===== src/design/spr_pkg.sv =====
// shared constants, types and state codes of the sparse row accumulator
`default_nettype none
package spr_pkg;

    localparam int NUM_COLUMNS = 1024;
    localparam int IDX_W       = (NUM_COLUMNS > 1) ? $clog2(NUM_COLUMNS) : 1;
    localparam int CNT_W       = $clog2(NUM_COLUMNS + 1);
    localparam int COL_W       = 10;
    localparam int VAL_W       = 32;
    localparam int SUM_W       = 48;
    localparam int FRAC_W      = 16;
    localparam int ENTRY_W     = SUM_W + 1;

    typedef enum logic [0:0] {
        OP_ACCUM = 1'b0,
        OP_DRAIN = 1'b1
    } t_opcode;

    typedef enum logic [2:0] {
        S_CLEAR,
        S_IDLE,
        S_ACC,
        S_DR1,
        S_DR2
    } t_state;

    typedef struct packed {
        t_opcode                  opcode;
        logic [COL_W-1:0]         b_column;
        logic signed [VAL_W-1:0]  a_value;
        logic signed [VAL_W-1:0]  b_value;
    } t_in;

    typedef struct packed {
        logic [COL_W-1:0]         out_column;
        logic signed [SUM_W-1:0]  out_value;
        logic                     is_last;
        logic                     is_empty;
    } t_out;

    typedef struct packed {
        logic load;
        logic first;
    } t_mac_ctl;

endpackage
`default_nettype wire


===== src/design/spr_mac.sv =====
// q16.16 multiplier with product register and 48-bit saturating adder
`default_nettype none
module spr_mac (
    input  wire logic                             i_clk,
    input  wire spr_pkg::t_mac_ctl                i_ctl,
    input  wire logic signed [spr_pkg::VAL_W-1:0] i_a,
    input  wire logic signed [spr_pkg::VAL_W-1:0] i_b,
    input  wire logic signed [spr_pkg::SUM_W-1:0] i_sum,
    output logic signed [spr_pkg::SUM_W-1:0]      o_next_sum
);

    localparam int PROD_W = 2 * spr_pkg::VAL_W;

    logic signed [PROD_W-1:0]         w_full;
    logic signed [spr_pkg::SUM_W-1:0] r_prod;
    logic signed [spr_pkg::SUM_W:0]   w_wide;
    logic signed [spr_pkg::SUM_W-1:0] w_sat;

    // arithmetic shift right by the fraction width, floor rounding
    assign w_full = PROD_W'(i_a) * PROD_W'(i_b);

    always_ff @(posedge i_clk) begin
        if (i_ctl.load) begin
            r_prod <= w_full[spr_pkg::FRAC_W +: spr_pkg::SUM_W];
        end
    end

    assign w_wide = {i_sum[spr_pkg::SUM_W-1], i_sum} + {r_prod[spr_pkg::SUM_W-1], r_prod};

    always_comb begin
        case (w_wide[spr_pkg::SUM_W -: 2])
            2'b01:   w_sat = {1'b0, {(spr_pkg::SUM_W-1){1'b1}}};
            2'b10:   w_sat = {1'b1, {(spr_pkg::SUM_W-1){1'b0}}};
            default: w_sat = w_wide[spr_pkg::SUM_W-1:0];
        endcase
    end

    assign o_next_sum = i_ctl.first ? r_prod : w_sat;

endmodule
`default_nettype wire


===== config.mk =====
export PLATFORM = sky130hd
export DESIGN_NAME = spr_mac
export DESIGN_NICKNAME = d
export VERILOG_FILES = /design/src/design/spr_pkg.sv /design/src/design/spr_mac.sv
export SDC_FILE = /design/constraint.sdc
export NUM_CORES = 2
export LEC_CHECK = 0
export CORE_MARGIN = 4
export CORE_UTILIZATION = 50
export CTS_CLUSTER_DIAMETER = 30
export DETAILED_ROUTE_END_ITERATION = 8
export DONT_BUFFER_PORTS = 1
export HOLD_SLACK_MARGIN = 0.02
export PLACE_DENSITY = 0.68
export SYNTH_ARGS = -nofsm -noshare
export SYNTH_HDL_FRONTEND = slang
export SYNTH_SLANG_ARGS = --single-unit

===== constraint.sdc =====
create_clock -name i_clk -period 10.4 [get_ports i_clk]
set_input_delay 2.6 -clock i_clk [delete_from_list [all_inputs] [get_ports i_clk]]
set_output_delay 2.6 -clock i_clk [all_outputs]
set_load 0.01 [all_outputs]

== Yosys cells after proc, flatten, opt, wreduce, memory -nomap -nowiden ==
Index checks and enable logic that the tools add are counted.

* Bits in registers: 48
* Latch bits: 0
* Memory bits (writable): 0
* Memory bits (read-only): 0
* Output and inout bits: 48
* Logic and storage cells: 7
* Memories kept: 0

* Add/subtract/negate cells: 1
* Multiply operators: 1
* Div/mod/pow operators: 0
* $lt $le $gt $ge: 0
* Eq/ne operators: 2
* Shifts and indexed selects: 0
* Mux-type cells: 2
* Bitwise gates (word level): 0
* Reductions and logical operators: 0

{| class="wikitable"
|+ Operators by type and width
! cell !! count
|-
| 48-bit case mux with 2 select lines || 1
|-
| 32-bit by 32-bit multiplier with 64-bit output || 1
|-
| 48-bit by 48-bit adder with 49-bit output || 1
|-
| 48-bit 2-to-1 mux || 1
|-
| 2-bit by 1-bit equality test with 1-bit output, second input constant || 1
|-
| 2-bit equality test, second input constant || 1
|}

== Longest topological paths before layout ==
* Depth after elaboration: 4
* Gate-level depth with buffers: 29
* Depth with buffers taken out: 27

== Worst setup path after synthesis ==
No wires, ideal clock.

* Path type: in2reg
* From: input port i_a[31] (netlist bit)
* To: register r_prod[46] (netlist bit), data pin
* Data arrival time: 9746 ps
* Path slack: 396 ps
* Stages: 28
* Buffers on the path: 1
* Cell sequence: clkbuf_1 > nand2_1 > inv_1 > fa_1 > inv_1 > fa_1 > inv_1 > fa_1 > fa_1 > inv_1 > fa_1 > inv_1 > fa_1 > inv_1 > fa_1 > inv_1 > fa_1 > ha_1 > a21o_1 > a21o_1 > a21o_1 > a21o_1 > a21oi_1 > nor2_1 > a211oi_1 > o21ai_1 > a21oi_1 > xnor2_1

* Word-level cells in the longest chain between the ends: 1

{| class="wikitable"
|+ RTL lines
! element !! line !! text
|-
| start, declared || spr_mac.sv:6 || <nowiki>input wire logic signed [spr_pkg::VAL_W-1:0] i_a,</nowiki>
|-
| 32-bit by 32-bit multiplier with 64-bit output || spr_mac.sv:20 || <nowiki>assign w_full = PROD_W'(i_a) * PROD_W'(i_b);</nowiki>
|-
| net w_full[62] || spr_mac.sv:14 || <nowiki>logic signed [PROD_W-1:0] w_full;</nowiki>
|-
| end signal, assigned || spr_mac.sv:24 || <nowiki>r_prod <= w_full[spr_pkg::FRAC_W +: spr_pkg::SUM_W];</nowiki>
|-
| end, declared || spr_mac.sv:15 || <nowiki>logic signed [spr_pkg::SUM_W-1:0] r_prod;</nowiki>
|}

The timed path passes the listed nets, and every way through them passes these cells.
A chain may end at the register's enable or synchronous reset.

== Worst setup path after layout ==
* From: input port i_sum[0] (netlist bit)
* To: output port o_next_sum[12] (netlist bit)

* Word-level cells in the longest chain between the ends: 4
* Elaborated cells on any way between the ends: 5
* Classes of those cells: add/sub (1); eq/ne (2); mux (2)

{| class="wikitable"
|+ RTL lines
! element !! line !! text
|-
| start, declared || spr_mac.sv:8 || <nowiki>input wire logic signed [spr_pkg::SUM_W-1:0] i_sum,</nowiki>
|-
| 48-bit by 48-bit adder with 49-bit output (*) || spr_mac.sv:28 || <nowiki>assign w_wide = {i_sum[spr_pkg::SUM_W-1], i_sum} + {r_prod[spr_pkg::SUM_W-1], r_prod};</nowiki>
|-
| 2-bit equality test or 2-bit by 1-bit equality test with 1-bit output (tied branches) || spr_mac.sv:31 || <nowiki>case (w_wide[spr_pkg::SUM_W -: 2])</nowiki>
|-
| 48-bit case mux with 2 select lines (*) || spr_mac.sv:31 ||
|-
| 48-bit 2-to-1 mux (*) || spr_mac.sv:38 || <nowiki>assign o_next_sum = i_ctl.first ? r_prod : w_sat;</nowiki>
|-
| end, declared || spr_mac.sv:9 || <nowiki>output logic signed [spr_pkg::SUM_W-1:0] o_next_sum</nowiki>
|}

Every way passes the cells marked *; elsewhere a longest branch is shown, timed or not.

==> metrics.md <==
| Metric | Value |
|---|---|
| Biggest register | `r_prod` |
| Yosys cell types | `63` |
| Critical Path AT | `around 7500 ps` |
| Wire length per cell | `20.5 um` |
| Chip height | `292 um` |
| Fraction of layout cells with a size suffix above 1 | `0.0108` |
| Die area | `85,500 um^2` |
| Fin crit share | `0.972` |
| H-tree depth | `2` |
| # fillers | `around 7,500` |
| Top-count cell post-synth | `fa_1` |
| Worst setup path class | `in2out` |
| Worst Max-Slew Pin Slew | `approximately 1100 ps` |
| Largest net degree at the start of global routing | `101` |
| Biggest regs | `r_prod: 48 flops` |
| Detail Route Antenna Nets | `0` |
| Finish-stage setup viols | `0` |
| Final Hold Viols | `0` |
| Port-buffer cells | `0` |
| Area taken by multi-input logic gates | `34,400 um^2` |
| Setup crit start kind | `primary input` |
| Most frequent cells after synthesis | `fa_1, inv_1, nand2_1` |
| Yosys reg bits | `48` |
| Max Slew Vio Count | `0` |
| Antenna diodes | `0` |
| Post-DP HPWL | `85,700 um` |
| Main synth FF type | `edfxtp_1` |
| Post-Syn Area | `~40,000 um^2` |
| Number of flops mapped to enable cells by yosys | `48` |
| First-pass GRT wire length | `~180,000 um` |
| Fraction of registers with async set/reset | `0` |
| CTS resizes | `0` |
| Post-route cell area | `41,200 um^2` |
| DR vias | `roughly 29,000` |
| CTS tree | `done` |
| CTS sink cnt | `48` |
| Vias in the first global route | `31,900` |
| Starting density of the core | `0.504` |
| RSZ-0062 raised after global routing | `false` |
| Critical-path top delay cell | `nor2_1` |
| Syn avg cell area | `9.23 um^2` |
| Relative slew slack | `0.281` |
| Num CTS Buffers | `5` |
| Largest cells by area after synthesis | `fa_1, inv_1, and2_1` |
| Register Area | `approximately 1400 um^2` |
| DRC errors left | `0` |
| CP Max Fanout | `44` |
| Row count | `104` |
| Initial antenna violation count | `0` |
| Status | `finished, final reports clean` |
| Critical Path RT | `7800 ps` |
| Top-area cell type share of the netlist area | `0.536` |
| Endpoint class of the critical path | `output pin` |
| Hold Buf Count CTS | `0` |
| Seq/Total Area, Yosys | `0.0356` |
| Layout area overhead | `1.89%` |
| F_max | `98.9 MHz` |
| Mapped Cells | `4,381` |
| Total wire length | `107,000 um` |
| CP Cell Sequence | `ha_1, inv_1, fa_1, nor2b_1, o31a_1, o211ai_1, o21ai_1, a21oi_1, or3_1, o221ai_1, o221a_2, nand2_1, a31o_2, ha_1, buf_4, inv_1, nor2_1, a221o_1` |
| CP delay by family, top | `compound AO/OA/AOI/OAI gates` |
| CP bufs+invs | `3` |
| Sum of negative setup slack | `0 ps` |
| Max-cap viol count | `0` |
| Ports | `163` |
| Hold Path Class | `in2reg` |
| Syn Nets | `between 5,000 and 6,000` |
| Global-route usage over all layers | `0.259` |
| Min Tclk post-route | `about 10,000 ps` |
| CP max stage delay | `~470 ps` |
| Global route total overflow | `0` |
| GP Congestion | `approximately 0.9` |
| Die Span X | `around 300 um` |
| Root Buffer Master | `clkbuf_16` |
| First DRT Iteration DRCs | `1,684` |
| Clk slew on worst S/H paths | `60 ps` |
| Avg Vias per Cell | `5.52` |
| 1st-pass router iterations | `6` |
| Largest register FFs | `48` |
| Nets | `approximately 5,600` |
| Maximum buffer depth of the clock tree | `2` |
| Cell taking the most area after synthesis | `fa_1` |
| Dpl cell area | `just over 40,000 um^2` |
| Core Box Area | `80,300 um^2` |
| Post-CTS setup buffer count | `0` |
| Yosys warns | `0` |
==> kinds of logic (layout without fill, tap and decap cells) <==
kind of cell / count (synthesis) / after routing / share of synthesized area
and+or+nand+nor: 1317 / 1317 / 0.162
adders and majority gates: 1312 / 1312 / 0.607
buffers and inverters: 1221 / 1010 / 0.113
AOI/OAI and AO/OA: 387 / 387 / 0.0609
xor gates and xnor gates: 93 / 93 / 0.0201
DFF: 48 / 48 / 0.0356
muxes: 3 / 3 / 0.000773
==> layout make-up <==
class                      count  share of cell area
multi-input combinational   3112               0.835
inverter                     985              0.0897
sequential                    48              0.0350
tap                         1060              0.0322
timing repair buffer          17             0.00310
clock buffer                   5             0.00304
clock inverter                 3             0.00167
==> metrics by stage <==
| stage | hold slack (ps) | utilization | setup slack (ps) | cells |
|---|---|---|---|---|
| final | 2430 | 0.513 | 287 | 5230 |
| after global routing | 2410 | 0.513 | 32.0 | 5230 |
| after CTS | 2420 | 0.513 | 393 | 5230 |
| after detailed placement | 2730 | 0.511 | 297 | 5222 |
| after global placement | 2730 | 0.511 | 367 | 5222 |
| after floorplan | 2710 | - | 396 | 4381 |
==> layout by cell type, fill, tap and decap left out, drive strengths merged, types with 3 or more instances in the layout <==
| master | Yosys | layout |
|---|---|---|
| ha | 230 | 230 |
| and3 | 6 | 6 |
| nand4b | 3 | 3 |
| nand3 | 28 | 28 |
| or3 | 11 | 11 |
| nor4 | 3 | 3 |
| nand2b | 15 | 15 |
| xnor2 | 59 | 59 |
| a22oi | 3 | 3 |
| fa | 1082 | 1082 |
| a211oi | 14 | 14 |
| nand4 | 16 | 16 |
| a221oi | 3 | 3 |
| o21a | 12 | 12 |
| o21bai | 5 | 5 |
| a21o | 56 | 56 |
| o21ai | 87 | 87 |
| o211ai | 11 | 11 |
| or4 | 4 | 4 |
| and2 | 514 | 514 |
| o31a | 4 | 4 |
| nand2 | 591 | 591 |
| xor2 | 34 | 34 |
| o221ai | 4 | 4 |
| o2111ai | 3 | 3 |
| clkbuf | 233 | 5 |
| a31oi | 14 | 14 |
| o31ai | 6 | 6 |
| buf | 3 | 17 |
| a21oi | 135 | 135 |
| a31o | 5 | 5 |
| nor2 | 59 | 59 |
| edfxtp | 48 | 48 |
| inv | 985 | 986 |
| nor2b | 41 | 41 |
| a21boi | 5 | 5 |
| a221o | 6 | 6 |
| nor3 | 22 | 22 |
==> metal layers <==
layer  vias to the layer above  GRT usage  part of all wire
li1                      12500          -                 -
met3                       226     0.0296             0.057
met4                         0     0.0772             0.036
met5                         -          0                 0
met1                     15100      0.339              0.39
met2                      1016      0.457              0.52
==> final timing paths <==
path                     start                   end  slack, ps  depth (start not counted)
worst max-delay path  i_sum[0]        o_next_sum[12]        290                         18
worst min-delay path  i_ctl[1]  r_prod[10]$_DFFE_PP_       2430                          0
Power is left out: the tool's default activity adds up to more than one toggle a clock period on the data nets, which glitch-free logic cannot reach.
