<file path="config.mk">
export PLATFORM = sky130hd
export DESIGN_NAME = spr_ram
export DESIGN_NICKNAME = d
export VERILOG_FILES = /design/src/design/spr_ram.sv
export SDC_FILE = /design/constraint.sdc
export NUM_CORES = 1
export LEC_CHECK = 0
export ABC_AREA = 0
export BUFFER_PORTS_ARGS = -buffer_cell sky130_fd_sc_hd__buf_4
export CORE_UTILIZATION = 55
export CTS_BUF_LIST = sky130_fd_sc_hd__clkbuf_4
export DETAILED_ROUTE_END_ITERATION = 16
export GPL_TIMING_DRIVEN = 0
export PLACE_DENSITY = 0.76
export SLEW_MARGIN = 20
export SYNTH_ARGS = -nofsm -noshare
export SYNTH_HDL_FRONTEND = slang
export SYNTH_SLANG_ARGS = --single-unit
</file>
<file path="constraint.sdc">
create_clock -name i_clk -period 1.6 [get_ports i_clk]
set_input_delay 0.16 -clock i_clk [delete_from_list [all_inputs] [get_ports i_clk]]
set_output_delay 0.16 -clock i_clk [all_outputs]
set_load 0.03 [all_outputs]
</file>
<file path="src/design/spr_ram.sv">
// generic single-write, single-read synchronous ram with registered read
`default_nettype none
module spr_ram #(
    parameter int WIDTH = 8,
    parameter int DEPTH = 16
) (
    input  wire logic                            i_clk,
    input  wire logic                            i_we,
    input  wire logic [$clog2(DEPTH > 1 ? DEPTH : 2)-1:0] i_waddr,
    input  wire logic [WIDTH-1:0]                i_wdata,
    input  wire logic                            i_re,
    input  wire logic [$clog2(DEPTH > 1 ? DEPTH : 2)-1:0] i_raddr,
    output logic [WIDTH-1:0]                     o_rdata
);

    logic [WIDTH-1:0] r_mem [DEPTH];
    logic [WIDTH-1:0] r_rdata;

    always_ff @(posedge i_clk) begin
        if (i_we) begin
            r_mem[i_waddr] <= i_wdata;
        end
        if (i_re) begin
            r_rdata <= r_mem[i_raddr];
        end
    end

    assign o_rdata = r_rdata;

endmodule
`default_nettype wire

</file>
[After elaboration in Yosys (flattened, before gate mapping)]
Memories as Yosys holds them, arrays and structs flattened. A register that Yosys moved wholly into a read port is not among the register bits.
Index checks and enable logic that the tools add are counted.
Storage, ports and cells
  bits in registers: 0
  bits in writable memories: 128
  output and inout port bits: 8
  input bits: 19
  word-level logic and storage cells: 3
  memories: 1
Memories
  r_mem: words 16, width 8, read ports 1, clocked after Yosys merged registers in 1, write ports 1, RTL line 16  | logic [WIDTH-1:0] r_mem [DEPTH];
Operators by class
  muxes and demuxes: 2
Operators by type and width (count)
  two-way mux 1 bit: 2

[Longest topological paths before layout]
Gate-level depths: netlist of run 1.
  depth in word-level cells: 2
  mapped depth: 5

[Worst setup path after synthesis of run 1]
Ideal clock, no wire load.
  kind: input -> register
  start point: input port i_waddr[2] (netlist name)
  end point: memory r_mem[0][0], enable pin
  arrival: 1.270 ns
  buffers on the path: 0
  slack: -0.053 ns
  stages: 2
  cells stage by stage: or3b_2 > nor3_1
RTL lines
  start: declaration: RTL line 9  | input wire logic [$clog2(DEPTH > 1 ? DEPTH : 2)-1:0] i_waddr,
  end: declaration: RTL line 16
Straight into the memory's write port.

==> qor.txt, run 1 <==
Status = completed
Number of distinct standard cells referenced by the synthesized netlist = 18
CTS Root Cell = sky130_fd_sc_hd__clkbuf_4
GRT overflow = 0
Setup total negative slack = 0 ns
Gate family responsible for the most delay along the worst path = multiplexers
Number of clock sinks seen by CTS = 136
Post-route minimum period = 1.517 ns
Post-route clock skew = 0.01674 ns
Num CTS Buffers = 17
Series of cell instances along the critical path = mux4_1, a22oi_1, nand2_1
Final routed wire length divided by cell count = 22.31 um
Type of destination of the critical path = register
Arrival time at the worst endpoint = 1.80 ns
List of most frequent post-synthesis cells = sky130_fd_sc_hd__edfxtp_1, sky130_fd_sc_hd__mux4_2, sky130_fd_sc_hd__a22oi_1, sky130_fd_sc_hd__mux4_1, sky130_fd_sc_hd__nor2_1
Top-area cell type share of the netlist area = 78.12%
Vias after detailed routing = 2436
Worst setup slack after placement = -0.2434 ns
Routed wire length = 9.458 mm
Area of the mapped netlist = 5228 um^2
Maximum single-stage delay on the critical path = 0.57 ns
Pin count of the biggest net entering global routing = 17
Number of instances resized during post-cts repair = 0
Proportion of layout cells with a drive suffix above 1 = 30.17%
Wire length of the first global-routing pass = 14.07 mm
Placed inst area = 5592 um^2
Worst Hold Margin = 0.08953 ns
Type of the worst setup path = register to register
Cell with the largest stage delay on the worst path = sky130_fd_sc_hd__mux4_1
Number of filler cells placed in the layout = 605
Fraction of the cycle the final worst path needs = 94.81%
Synth Instances = 229
Clock latency of the later-clocked register in the worst-skew pair = 0.52 ns
Synth Register Bits = 136
Mean post-synth cell area = 22.83 um^2
Sequential fraction of the synthesis area = 78.12%
Number of buffers and inverters on the critical path = 0
Data required time of the critical path = 1.88 ns
Fmax = 659.2 MHz
Placement Rows = 35
IR Drop Worst-Case VDD = 0.0005157 V
Count of yosys warnings during synthesis = 0
Number of global-route vias before repair = 2415
Final net count = 301
I/O pin count = 27
Post-route antenna net violation count = 0
Clock-pin slew reported for the worst setup and hold paths after clock tree synthesis = 0.12 ns
Start point of the critical path = r_mem[5][3]$_DFFE_PP_
Worst min-delay path startpoint = i_waddr[1]
Most common cell in the synthesized netlist = sky130_fd_sc_hd__edfxtp_1
Nets in the synthesized netlist = 248
Startpoint of the lowest-slack register-to-register path = r_mem[5][3]$_DFFE_PP_
Horizontal die dimension = 99.49 um
Yosys top cell by area = sky130_fd_sc_hd__edfxtp_1
Leakage power = 0.001958 uW
Crit path max fanout = 1
Core region area = 9240 um^2
IO Port Bufs = 25
Area overhead of the layout relative to synthesis = 14.62%
Via density per instance = 5.745
CTS tree = done
Global-route usage over all layers = 20.92%
Number of endpoints failing setup at the final stage = 0
Critical path startpoint category = register
Non-filler instance count after layout = 424
Number of antenna violations at the first check in global routing = 0
Y dimension of the die = 99.49 um
MaxCap Viol Count = 0
DRT Pass-1 Iters = 4
Power Density = 1137 nW/um^2
HPWL reported at the end of detailed placement = 5.898 mm
Final instance area = 5992 um^2
Initial standard-cell utilization of the core = 56.57%
Count of flip-flops with a built-in enable after synthesis = 136
Transition time at the pin with the least slew margin = 0.8503 ns
Number of inserted diodes = 0
Flip-flop cell with the highest count after synthesis = sky130_fd_sc_hd__edfxtp_1
Number of H-tree levels = 4
Setup repair after global routing missed its margin = false
Global placement routability congestion = 0.7319
Post-detailed-route DRC marker count = 0
Fraction of registers with async set/reset = 0%
Setup WS post-layout = 0.08307 ns
Clock buffer depth = 2
Starting DRT DRC Count = 256
Most area-consuming cells after synthesis = sky130_fd_sc_hd__edfxtp_1, sky130_fd_sc_hd__mux4_2, sky130_fd_sc_hd__mux4_1, sky130_fd_sc_hd__a22oi_1, sky130_fd_sc_hd__nor2_1
Die Footprint = 9898 um^2
Placed cell count = 383
Final Hold Viols = 0
Remaining max-slew budget at the tightest pin = 43.10%
Classification of the worst-slack hold path = primary input to register
Max-slew violation count = 0
-- where the power goes --
| group | internal [uW] | switching (uW) | leakage (uW) |
|---|---|---|---|
| clock network | 1080 | 1260 | 0.000140 |
| logic | 192 | 253 | 0.000581 |
| registers | 4010 | 18.8 | 0.00124 |
-- timing repair --
action	in CTS	in global routing
hold buffers	9	0
buffers inserted	0	0
endpoints found under the hold margin	136	0
-- path summary, 6_finish.rpt --
path | depth (start not counted) | endpoint | slack, ns
worst max-delay path | 3 | o_rdata[3]$_DFFE_PP_ | 0.08
worst max register to register | 3 | o_rdata[3]$_DFFE_PP_ | 0.08
worst min-delay path | 2 | r_mem[4][7]$_DFFE_PP_ | 0.09
worst min register to register | 3 | o_rdata[3]$_DFFE_PP_ | 0.77
-- per-stage QoR --
| step | total power [uW] | utilization (%) |
|---|---|---|
| final | 6813 | 64.85 |
| after CTS | 6843 | 64.79 |
| after global routing | 7014 | 64.85 |
| after global placement | 4516 | 60.41 |
| after detailed placement | 4536 | 60.51 |
| after floorplan | 4342 | - |
-- placed cells by master (no fill, tap or decap) --
master and n:
sky130_fd_sc_hd__a22oi_1 16, sky130_fd_sc_hd__and2_1 1, sky130_fd_sc_hd__and2b_1 1, sky130_fd_sc_hd__buf_2 3
sky130_fd_sc_hd__buf_4 26, sky130_fd_sc_hd__buf_6 3, sky130_fd_sc_hd__bufinv_16 3, sky130_fd_sc_hd__clkbuf_4 17
sky130_fd_sc_hd__clkdlybuf4s25_2 3, sky130_fd_sc_hd__clkinv_1 1, sky130_fd_sc_hd__clkinv_2 1, sky130_fd_sc_hd__clkinv_4 1
sky130_fd_sc_hd__clkinvlp_4 7, sky130_fd_sc_hd__dlygate4sd3_1 9, sky130_fd_sc_hd__edfxtp_1 136, sky130_fd_sc_hd__inv_6 2
sky130_fd_sc_hd__mux4_1 14, sky130_fd_sc_hd__mux4_2 18, sky130_fd_sc_hd__nand2_1 9, sky130_fd_sc_hd__nand2b_1 2
sky130_fd_sc_hd__nand3_1 1, sky130_fd_sc_hd__nand3b_1 2, sky130_fd_sc_hd__nor2_1 13, sky130_fd_sc_hd__nor2b_1 1
sky130_fd_sc_hd__nor3_2 4, sky130_fd_sc_hd__or3b_2 1
-- metal layers --
layer	track usage (%)	vias up	wire length, um
met5	0	-	0
met4	7.579	0	127
met3	5.130	12	760
met2	32.59	99	4721
met1	29.38	1235	3849
li1	-	1090	-
-- cell families (layout without fill, tap and decap cells) --
kind of cell / after synthesis / in the layout / share of synthesized area [%]
AOI/OAI and AO/OA: 16 / 16 / 2.298
DFF: 136 / 136 / 78.12
and+or+nand+nor: 35 / 35 / 3.136
muxes: 32 / 32 / 14.79
buffers and inverters: 10 / 76 / 1.651
-- sequential cells by signal (all words and copies together) (netlist names) --
signal,cells
o_rdata,8
r_mem,128
-- final cells by class --
class                      count  area, um^2  area share [%]
timing repair buffer          34       277.8           4.636
clock inverter                15       177.7           2.965
buffer                        10       86.33           1.441
multi-input combinational     83        1077           17.98
sequential                   136        4084           68.16
clock buffer                  17       127.6           2.130
tap                          129       161.4           2.694
(Power assumes the default switching activity.)
==> run 2, diff against run 1 <==
--- a/config.mk
+++ b/config.mk
@@ -9,2 +9,3 @@
 export BUFFER_PORTS_ARGS = -buffer_cell sky130_fd_sc_hd__buf_4
+export CAP_MARGIN = 20
 export CORE_UTILIZATION = 55
@@ -13,3 +14,3 @@
 export GPL_TIMING_DRIVEN = 0
-export PLACE_DENSITY = 0.76
+export PLACE_DENSITY = 0.73
 export SLEW_MARGIN = 20
==> constraint.sdc (replaced) <==
create_clock -name i_clk -period 1.4 [get_ports i_clk]
set_input_delay 0.35 -clock i_clk [delete_from_list [all_inputs] [get_ports i_clk]]
set_output_delay 0.35 -clock i_clk [all_outputs]
set_load 0.03 [all_outputs]
==> qor.txt, run 2 (synthesized netlist as in run 1, its figures left out) <==
Status = finished, violations left (was completed)
Violations in the final reports = setup timing
Post-route antenna net violation count = 0 (unchanged)
Num CTS Buffers = 17 (unchanged)
Number of clock sinks seen by CTS = 136 (unchanged)
Arrival time at the worst endpoint = 1.72 ns (was 1.80 ns)
Overall power consumption = 7906 uW (was 6813 uW)
Placed cell count = 383 (unchanged)
Type of destination of the critical path = register (unchanged)
IR Drop Worst-Case VDD = 0.0007135 V (was 0.0005157 V)
Post-detailed-route DRC marker count = 0 (unchanged)
Y dimension of the die = 99.49 um (unchanged)
Leakage power = 0.001906 uW (was 0.001958 uW)
Number of global-route vias before repair = 2379 (was 2415)
Number of antenna violations at the first check in global routing = 0 (unchanged)
Post CTS Setup Buffer Count = 0 (unchanged)
Number of H-tree levels = 4 (unchanged)
Final Hold Viols = 0 (unchanged)
Clock buffer depth = 2 (unchanged)
Commonest cells after routing, fill and taps aside = sky130_fd_sc_hd__edfxtp_1, sky130_fd_sc_hd__mux4_2, sky130_fd_sc_hd__clkbuf_4, sky130_fd_sc_hd__buf_4, sky130_fd_sc_hd__a22oi_2 (was sky130_fd_sc_hd__edfxtp_1, sky130_fd_sc_hd__buf_4, sky130_fd_sc_hd__mux4_2, sky130_fd_sc_hd__clkbuf_4, sky130_fd_sc_hd__a22oi_1)
Proportion of layout cells with a drive suffix above 1 = 41.26% (was 30.17%)
Data required time of the critical path = 1.67 ns (was 1.88 ns)
CTS tree = done (unchanged)
Horizontal die dimension = 99.49 um (unchanged)
Pin count of the biggest net entering global routing = 17 (unchanged)
Classification of the worst-slack hold path = primary input to register (unchanged)
Fraction of the cycle the final worst path needs = 103.1% (was 94.81%)
Clock latency of the later-clocked register in the worst-skew pair = 0.51 ns (was 0.52 ns)
Wire length of the first global-routing pass = 13.89 mm (was 14.07 mm)
Crit path max fanout = 1 (unchanged)
Number of inserted diodes = 0 (unchanged)
Number of endpoints failing setup at the final stage = 9 (was 0)
Via density per instance = 5.699 (was 5.745)
Core region area = 9240 um^2 (unchanged)
Post-route clock skew = 0.02057 ns (was 0.01674 ns)
Routed wire length = 9.133 mm (was 9.458 mm)
Final routed wire length divided by cell count = 22.01 um (was 22.31 um)
Type of the worst setup path = register to register (unchanged)
Setup total negative slack = -0.1715 ns (was 0 ns)
Die Footprint = 9898 um^2 (unchanged)
Final net count = 292 (was 301)
Remaining max-slew budget at the tightest pin = 41.03% (was 43.10%)
Most common cell after layout, fill and taps aside = sky130_fd_sc_hd__edfxtp_1 (unchanged)
Global-route usage over all layers = 20.86% (was 20.92%)
Top reg by flops = r_mem (unchanged)
Post-route minimum period = 1.444 ns (was 1.517 ns)
Routed met1 length = 3.846 mm (was 3.849 mm)
GRT overflow = 0 (unchanged)
Vias after detailed routing = 2365 (was 2436)
Starting DRT DRC Count = 276 (was 256)
HPWL reported at the end of detailed placement = 5.867 mm (was 5.898 mm)
Worst setup slack after placement = -0.4782 ns (was -0.2434 ns)
DRT Pass-1 Iters = 5 (was 4)
I/O pin count = 27 (unchanged)
Util after Layout = 64.92% (was 64.85%)
CTS Root Cell = sky130_fd_sc_hd__clkbuf_4 (unchanged)
Clock-pin slew reported for the worst setup and hold paths after clock tree synthesis = 0.13 ns (was 0.12 ns)
WL met2 = 4.607 mm (was 4.721 mm)
Initial standard-cell utilization of the core = 56.57% (unchanged)
Setup repair after global routing missed its margin = true (was false)
Non-filler instance count after layout = 415 (was 424)
MaxCap Viol Count = 0 (unchanged)
Area overhead of the layout relative to synthesis = 14.74% (was 14.62%)
Global placement routability congestion = 0.7273 (was 0.7319)
Power Density = 1318 nW/um^2 (was 1137 nW/um^2)
Transition time at the pin with the least slew margin = 0.8813 ns (was 0.8503 ns)
IO Port Bufs = 25 (unchanged)
Critical path startpoint category = register (unchanged)
Fmax = 692.6 MHz (was 659.2 MHz)
Number of flip-flops in the largest register = 128 (unchanged)
Placement Rows = 35 (unchanged)
Detailed route wirelength on metal3 = 527 um (was 760 um)
Max-slew violation count = 0 (unchanged)
Highest layer used for signal routing = met4 (unchanged)
Setup WS post-layout = -0.04389 ns (was 0.08307 ns)
-- run 2: changes by cell type in the layout (fill, tap and decap cells not counted), moves of 5 or more --
| cell | change |
|---|---|
| sky130_fd_sc_hd__a22oi_1 | -11 |
| sky130_fd_sc_hd__a22oi_2 | +11 |
| sky130_fd_sc_hd__dlygate4sd3_1 | -9 |
| sky130_fd_sc_hd__buf_4 | -9 |
| sky130_fd_sc_hd__mux4_1 | -14 |
| sky130_fd_sc_hd__buf_6 | +5 |
| sky130_fd_sc_hd__mux4_2 | +14 |
-- run 2: what timing repair did --
item | 4_1_cts | 5_1_grt
hold buffers | 0 | 0
pin swaps | 2 | 1
gates cloned | 0 | 0
setup endpoints to repair | 15 | 16
endpoints found under the hold margin | 0 | 0
resized for setup | 12 | 8
-- run 2: per-layer routing --
layer,track usage (%),vias up
li1,-,1061
met1,29.14,1198
met3,5.481,13
met4,7.805,0
met2,32.26,93
met5,0,-
-- run 2: worst paths after layout --
check | slack, ns | cells past startpoint | endpoint | start
max | -0.04 | 3 | o_rdata[0]$_DFFE_PP_ | r_mem[4][0]$_DFFE_PP_
min | 0.1 | 1 | o_rdata[5]$_DFFE_PP_ | i_re
max reg2reg | -0.04 | 3 | o_rdata[0]$_DFFE_PP_ | r_mem[4][0]$_DFFE_PP_
min reg2reg | 0.78 | 3 | o_rdata[3]$_DFFE_PP_ | r_mem[11][3]$_DFFE_PP_
-- run 2: final cells by class --
| cell class | instances | area, um^2 |
|---|---|---|
| sequential | 136 | 4084 |
| fill | 616 | 3242 |
| multi-input combinational | 83 | 1096 |
| timing repair buffer | 25 | 217.7 |
| clock inverter | 15 | 191.4 |
| tap | 129 | 161.4 |
| clock buffer | 17 | 127.6 |
| buffer | 10 | 120.1 |
-- run 2: metrics by stage --
step | cell area [um^2] | hold slack, ns
2_1_floorplan | 5249 | 0.4489
3_3_place_gp | 5598 | 0.6293
3_5_place_dp | 5598 | 0.6321
4_1_cts | 5958 | 0.07068
5_1_grt | 5998 | 0.04245
6_report | 5998 | 0.09759
-- run 2: where the power goes --
part	leakage [uW]	internal (uW)	total, uW	switching, uW
Combinational	0.000515	242	544	302
Clock	0.000154	1280	2760	1480
Sequential	0.00124	4580	4610	25.1
Total	0.00191	6100	7910	1810
-- run 2: critical path, stage by stage, from the launching register on --
cell and delay (ns):
sky130_fd_sc_hd__edfxtp_1 0.39, sky130_fd_sc_hd__mux4_2 0.51, sky130_fd_sc_hd__a22oi_2 0.21, sky130_fd_sc_hd__nand2_1 0.10
